### config.mk
export PLATFORM = sky130hd
export DESIGN_NAME = vpp_ctrl
export DESIGN_NICKNAME = d
export VERILOG_FILES = /design/src/rtl/vpp_pkg.sv /design/src/rtl/vpp_ctrl.sv
export SDC_FILE = /design/constraint.sdc
export NUM_CORES = 1
export LEC_CHECK = 0
export ABC_AREA = 1
export ABC_CLOCK_PERIOD_IN_PS = 3400
export BUFFER_PORTS_ARGS = -buffer_cell sky130_fd_sc_hd__buf_2
export CORE_MARGIN = 4
export CORE_UTILIZATION = 45
export DETAILED_ROUTE_END_ITERATION = 12
export PLACE_DENSITY_LB_ADDON = 0.25
export SLEW_MARGIN = 0
export SYNTH_ARGS = -nofsm -noshare
export SYNTH_HDL_FRONTEND = slang
export SYNTH_SLANG_ARGS = --single-unit
### constraint.sdc
create_clock -name clk -period 3.4 [get_ports clk]
set_input_delay 0.51 -clock clk [delete_from_list [all_inputs] [get_ports clk]]
set_output_delay 0.51 -clock clk [all_outputs]
set_load 0.05 [all_outputs]
### src/rtl/vpp_pkg.sv
// Package for the particle pool: word types, pool entry type, status codes,
// and the command and status groups between controller and datapath.
// No dependencies.
`timescale 1ns / 1ps
package vpp_pkg;

	localparam int POOL_DEPTH_DEF = 64;

	// Result status codes
	localparam logic [1:0] ST_ADDED = 2'd0;
	localparam logic [1:0] ST_FULL  = 2'd1;
	localparam logic [1:0] ST_LIVE  = 2'd2;
	localparam logic [1:0] ST_NONE  = 2'd3;

	// Input item actions
	localparam logic ACT_ADD  = 1'b0;
	localparam logic ACT_TICK = 1'b1;

	typedef struct packed {
		logic               action;
		logic signed [31:0] pos_x;
		logic signed [31:0] pos_y;
		logic signed [31:0] pos_z;
		logic signed [31:0] vel_x;
		logic signed [31:0] vel_y;
		logic signed [31:0] vel_z;
		logic [31:0]        color_rgba;
		logic [31:0]        start_age;
		logic [31:0]        life_span;
		logic [31:0]        delta_time;
	} vpp_in_t;

	typedef struct packed {
		logic [1:0]         status;
		logic [5:0]         slot;
		logic signed [31:0] out_x;
		logic signed [31:0] out_y;
		logic signed [31:0] out_z;
		logic [31:0]        out_color;
		logic [6:0]         live_total;
		logic               last;
	} vpp_out_t;

	// One pool slot; dead is the flag left by the aging pass
	typedef struct packed {
		logic [31:0] x;
		logic [31:0] y;
		logic [31:0] z;
		logic [31:0] vx;
		logic [31:0] vy;
		logic [31:0] vz;
		logic [31:0] color;
		logic [31:0] age;
		logic [31:0] life;
		logic        dead;
	} vpp_part_t;

	// Controller to datapath
	typedef struct packed {
		logic load;      // capture input word
		logic add;       // append particle, emit added word
		logic full;      // emit pool-full word
		logic none;      // emit none-live word
		logic u_mul;     // aging/motion products from read data
		logic u_wr;      // write back aged slot
		logic c_ev;      // compaction step on read data
		logic e_out;     // emit live slot from read data
		logic rd_idx;    // read port A at index, port B at last live slot
		logic idx_clr;
		logic idx_inc;
		logic idx_dec;
		logic idx_top;
	} vpp_cmd_t;

	// Datapath to controller
	typedef struct packed {
		logic is_tick;
		logic full;
		logic cnt_zero;
		logic idx_end;   // index is the last live slot
		logic idx_zero;
	} vpp_sts_t;

endpackage

### src/rtl/vpp_ctrl.sv
// Controller for the particle pool: sequences add, aging, compaction and
// emission passes. Depends on vpp_pkg.
`timescale 1ns / 1ps
module vpp_ctrl (
	input  logic              clk,
	input  logic              arst_n,
	input  logic              start,
	input  vpp_pkg::vpp_sts_t sts,
	output vpp_pkg::vpp_cmd_t cmd,
	output logic              busy
);
	import vpp_pkg::*;

	typedef enum logic [12:0] {
		S_IDLE  = 13'b0000000000001,
		S_DISP  = 13'b0000000000010,
		S_ADD   = 13'b0000000000100,
		S_FULL  = 13'b0000000001000,
		S_NONE  = 13'b0000000010000,
		S_U_RD  = 13'b0000000100000,
		S_U_MUL = 13'b0000001000000,
		S_U_WR  = 13'b0000010000000,
		S_C_RD  = 13'b0000100000000,
		S_C_EV  = 13'b0001000000000,
		S_CHK   = 13'b0010000000000,
		S_E_RD  = 13'b0100000000000,
		S_E_OUT = 13'b1000000000000
	} state_t;

	state_t state_q, state_d;

	// Next state and commands
	always_comb begin
		state_d = state_q;
		cmd     = '0;
		case (state_q)
			S_IDLE: begin
				if (start) begin
					cmd.load = 1'b1;
					state_d  = S_DISP;
				end
			end
			S_DISP: begin
				if (!sts.is_tick) begin
					state_d = sts.full ? S_FULL : S_ADD;
				end else if (sts.cnt_zero) begin
					state_d = S_NONE;
				end else begin
					cmd.idx_clr = 1'b1;
					state_d     = S_U_RD;
				end
			end
			S_ADD: begin
				cmd.add = 1'b1;
				state_d = S_IDLE;
			end
			S_FULL: begin
				cmd.full = 1'b1;
				state_d  = S_IDLE;
			end
			S_NONE: begin
				cmd.none = 1'b1;
				state_d  = S_IDLE;
			end
			S_U_RD: begin
				cmd.rd_idx = 1'b1;
				state_d    = S_U_MUL;
			end
			S_U_MUL: begin
				cmd.u_mul = 1'b1;
				state_d   = S_U_WR;
			end
			S_U_WR: begin
				cmd.u_wr = 1'b1;
				if (sts.idx_end) begin
					cmd.idx_top = 1'b1;
					state_d     = S_C_RD;
				end else begin
					cmd.idx_inc = 1'b1;
					state_d     = S_U_RD;
				end
			end
			S_C_RD: begin
				cmd.rd_idx = 1'b1;
				state_d    = S_C_EV;
			end
			S_C_EV: begin
				cmd.c_ev = 1'b1;
				if (sts.idx_zero) begin
					state_d = S_CHK;
				end else begin
					cmd.idx_dec = 1'b1;
					state_d     = S_C_RD;
				end
			end
			S_CHK: begin
				if (sts.cnt_zero) begin
					state_d = S_NONE;
				end else begin
					cmd.idx_clr = 1'b1;
					state_d     = S_E_RD;
				end
			end
			S_E_RD: begin
				cmd.rd_idx = 1'b1;
				state_d    = S_E_OUT;
			end
			S_E_OUT: begin
				cmd.e_out = 1'b1;
				if (sts.idx_end) begin
					state_d = S_IDLE;
				end else begin
					cmd.idx_inc = 1'b1;
					state_d     = S_E_RD;
				end
			end
			default: begin
				state_d = S_IDLE;
			end
		endcase
	end

	always_ff @(posedge clk or negedge arst_n) begin
		if (!arst_n) begin
			state_q <= S_IDLE;
		end else begin
			state_q <= state_d;
		end
	end

	assign busy = (state_q != S_IDLE);

endmodule

# Yosys cells after proc, flatten, opt, wreduce, memory -nomap -nowiden
# Cells that the tools add are included.
dict set report classes {
  n_eq_ne 15
  mux 28
  reduce_logical 2
}
# operator n
set op_table {}
lappend op_table {{one-hot mux 13 bit (10 select lines)} 1}
lappend op_table {{two-way mux 13 bit} 2}
lappend op_table {{two-way mux 12 bit} 2}
lappend op_table {{two-way mux 1 bit} 18}
lappend op_table {{== test 13 x 1 -> 1 bit (second input constant)} 1}
lappend op_table {{== test 13 x 10 -> 1 bit (second input constant)} 1}
lappend op_table {{== test 13 x 11 -> 1 bit (second input constant)} 1}
lappend op_table {{== test 13 x 12 -> 1 bit (second input constant)} 1}
lappend op_table {{== test 13 bit (second input constant)} 1}
lappend op_table {{== test 13 x 2 -> 1 bit (second input constant)} 1}
lappend op_table {{== test 13 x 3 -> 1 bit (second input constant)} 1}
lappend op_table {{== test 13 x 4 -> 1 bit (second input constant)} 1}
lappend op_table {{== test 13 x 5 -> 1 bit (second input constant)} 1}
lappend op_table {{== test 13 x 6 -> 1 bit (second input constant)} 1}
lappend op_table {{== test 13 x 7 -> 1 bit (second input constant)} 1}
lappend op_table {{== test 13 x 8 -> 1 bit (second input constant)} 1}
lappend op_table {{== test 13 x 9 -> 1 bit (second input constant)} 1}
lappend op_table {{!= test 13 x 1 -> 1 bit (second input constant)} 1}
lappend op_table {{two-way mux 11 bit} 1}
lappend op_table {{two-way mux 9 bit} 1}
lappend op_table {{two-way mux 6 bit} 1}
lappend op_table {{two-way mux 4 bit} 1}
lappend op_table {{OR reduction 3 bit} 1}
lappend op_table {{!= test 2 bit (second input constant)} 1}
lappend op_table {{other kinds (2)} 2}
dict set report word_totals {
  reg_bits 13
  input_bits 8
  output_inout_bits 14
  word_cells 46
}

# Logic depth before layout (Yosys ltp)
dict set report depth {
  word_depth 3
  depth_mapped 9
  mapped_depth_nobuf 9
}

# Worst setup path after synthesis
# OpenSTA, ideal clock, no wires.
dict set report synth_path {
  path_kind {flip-flop to output port}
  startpoint {register state_q[8]}
  endpoint {output cmd[11] in the netlist's numbering}
  t_arrival_ns 2.258
  setup_slack_ns 0.632
  stages_incl_launch_ff 6
  n_path_buf 0
  path_cell_list {dfrtp_1 > nor2_2 > nand2_2 > nor2_4 > nand3_2 > nor4_1}
}
# item line_no
set synth_rtl {}
lappend synth_rtl {{start, declared} vpp_ctrl.sv:30} ;# state_t state_q, state_d;
lappend synth_rtl {{start signal, assigned} vpp_ctrl.sv:127} ;# state_q <= state_d;
lappend synth_rtl {{end, declared} vpp_ctrl.sv:9} ;# output vpp_pkg::vpp_cmd_t cmd,

==> metrics.md <==
| Metric | Value |
|---|---|
| Register area | 326.6 um^2 |
| Yosys reg bits | 13 |
| HPWL after detailed placement | 1354 um |
| Initial antenna violation count | 0 |
| Final WS setup | 1.121 ns |
| Metal-1 WL | 838 um |
| Placed insts | 162 |
| Iter 0 DRT Violations | 18 |
| CP max FO | 6 |
| DRC | 0 |
| Crit path top cell by count | inv_1 |
| Leakage | 0.6907 nW |
| Largest register FFs | 13 |
| RSZ-0062 raised after global routing | no |
| Routed WL per cell | 10.01 um |
| Initial Util | 0.4879 |
| Ant diodes | 0 |
| Biggest regs | state_q: 13 flops |
| Drt via density | 4.536 |
| # IOs | 22 |
| Type of origin of the critical path | flip-flop |
| CTS Buffer Depth | 2 |
| First-pass GRT wire length | 2835 um |
| Setup Buffers After CTS | 0 |
| Top area cells in the synthesized netlist | dfrtp_1, inv_1, nor2_1 |
| Maximum VDD drop | 0.3774 mV |
| Clock Latency Late Sink | 0.29 ns |
| Number of global-route vias before repair | 695 |
| Synth unique cells | 23 |
| TritonCTS clock tree | yes |
| Placed cell areas | 997.2 um^2 |
| Min Clock Period, post-route | 2.279 ns |
| Hold Path Class | in2async |
| WP data required | 2.89 ns |
| Total track usage | 0.1439 |
| Slew of the pin with the lowest slew margin | 0.3109 ns |
| Pwr dens | 504.8 nW/um^2 |
| DP Worst Slack | 1.440 ns |
| Top cell type's share of synthesized area | 0.3488 |
| Fill cells | 167 |
| Cell accounting for the most synthesized area | dfrtp_1 |
| Ys flop type | dfrtp_1 |
| Commonest cells post-synth | inv_1, nor2_1, nand2_1, dfrtp_1, nand3_1 |
| GRT overflow | 0 |
| Chip height | 51.74 um |
| Post-CTS sizing | 0 |
| Layout cells sized above 1 | 0.3404 |
| Setup TNS | 0 ns |
| Tcrit/Tclk final | 0.6702 |
| Final net count | 150 |
| Crit. End Element | output pin |
| Slowest cell on the critical path | dfrtp_1 |
| Final Setup Violations | 0 |
| Sw Pwr | 235.7 uW |
| DR pass1 iterations | 4 |
| WL met2 | 679 um |
| Clock Sinks | 13 |
| Mean Syn Cell Area | 7.421 um^2 |
| Multi-input gate area | 429.2 um^2 |
| Slew margin rel. | 0.7908 |
| Final hold vios | 0 |
| Hold-fix buffers at CTS | 0 |
| Via count | 753 |
| Post-Syn Instances | 116 |
| Routed wire length | 1662 um |
| Final ANT Viol Nets | 0 |
| Max Cap Violations | 0 |
| Highest metal used | met4 |
| Slew Limit Fails | 0 |
| Root Buffer Master | clkbuf_4 |
| Status | finished clean |
| WS Path Type | reg2out |
| CTS Buf Count | 3 |
| Critical path's largest stage delay | 0.40 ns |
| Placement row count | 15 |
| Largest register by flop count | state_q |
| Die Wd | 51.74 um |
| WHS | 0.09463 ns |
| Seq pwr share | 0.358 |
| Number of I/O port buffers | 21 |
| Total power | 517.3 uW |
| Syn Std Cell Area | 860.8 um^2 |
| Met3 WL post-DR | 104 um |
| Core Util, Final | 0.5809 |
| H-tree levels | 1 |
| Clk pin slew, worst setup/hold paths | 0.09 ns |
| Synthesis-to-layout area growth | 19.04% |
| Worst path arrival time | 1.77 ns |
| Synthesized Nets | 124 |
| Net Sw Frac | 0.4556 |
| Largest net degree at the start of global routing | 14 |
| Syn. warnings | 0 |
| Die outline area | 2677 um^2 |
| Final Cell Area | 1025 um^2 |
| Achievable Freq | 438.9 MHz |
| Critical-path cell list | inv_1 -> nand2_1 -> nor2_4 -> nand3_2 -> nor2_2 -> inv_1 -> nor2_1 -> buf_2 |
| Core box area | 1764 um^2 |
| Layout Cells excl Fill | 166 |
| Final GP Congestion | 0.8043 |
| Most common cell in the netlist | inv_1 |
| Comb power frac | 0.446 |
| Clock Skew | 0.006939 ns |
| Sequential-to-total area share from yosys stat | 0.3794 |
| Ys async rst share | 1.000 |
| Clock power frac | 0.196 |
| EDFF count, synth | 0 |
| Cell Int Power | 281.6 uW |
[layout make-up]
type                       count  area share
clock buffer                   3     0.02198
clock inverter                 1    0.004884
inverter                      28      0.1026
multi-input combinational     75      0.4188
sequential                    13      0.3187
tap                           25     0.03053
timing repair buffer          21      0.1026
[worst paths after layout]
check	end	start	slack, ns	cells after the start
worst max-delay path	cmd[12]	state_q[11]	1.12	8
worst min-delay path	state_q[11]	arst_n	0.09	1
worst max register to register	state_q[0]	state_q[0]	2.05	8
worst min register to register	state_q[12]	state_q[12]	0.56	3
max in group asynchronous	state_q[0]	arst_n	3.01	1
min in group clk	state_q[2]	sts[3]	0.39	2
[routing by layer]
metal  vias up  global-route usage
met1       324              0.1874
met5         -                   0
met2        25              0.2140
met3         5             0.03725
met4         0             0.08297
li1        399                   -
[worst max-delay path: cells and delay by family, from the launching register on]
family | cells | cell delay, ns
buffers and inverters | 3 | 0.43
flip-flops | 1 | 0.40
AND/OR/NAND/NOR | 5 | 0.65
[power groups by stage]
stage / Sequential, mW / Combinational (mW) / Clock [mW]
global route: 0.187 / 0.256 / 0.110
CTS: 0.185 / 0.234 / 0.103
detailed placement: 0.188 / 0.233 / 0
floorplan: 0.186 / 0.193 / 0
global placement: 0.188 / 0.231 / 0
finish: 0.185 / 0.231 / 0.102
[kinds of logic after synthesis]
| logic type | Yosys count | synth area share |
|---|---|---|
| AND/OR/NAND/NOR | 69 | 0.4549 |
| AO/OA/AOI/OAI | 6 | 0.04360 |
| flip-flops | 13 | 0.3794 |
| buffers and inverters | 28 | 0.1221 |
[cells in the final DEF, fill, tap and decap left out]
master / count
o21ai_2: 1
nand2_4: 4
nor4_1: 2
nand2_1: 16
nand3_2: 2
clkbuf_4: 3
o22ai_1: 1
dfrtp_1: 12
buf_2: 21
nor2_2: 3
inv_1: 25
dfstp_2: 1
nand2_2: 4
nor3b_1: 1
nor3_1: 2
clkinv_2: 1
nor2_8: 1
nand3_1: 10
nor2_1: 19
inv_2: 3
a21oi_1: 1
nor2_4: 4
or2_1: 1
o21ai_1: 1
o21ai_0: 1
a21boi_1: 1
(Power assumes the default switching activity.)
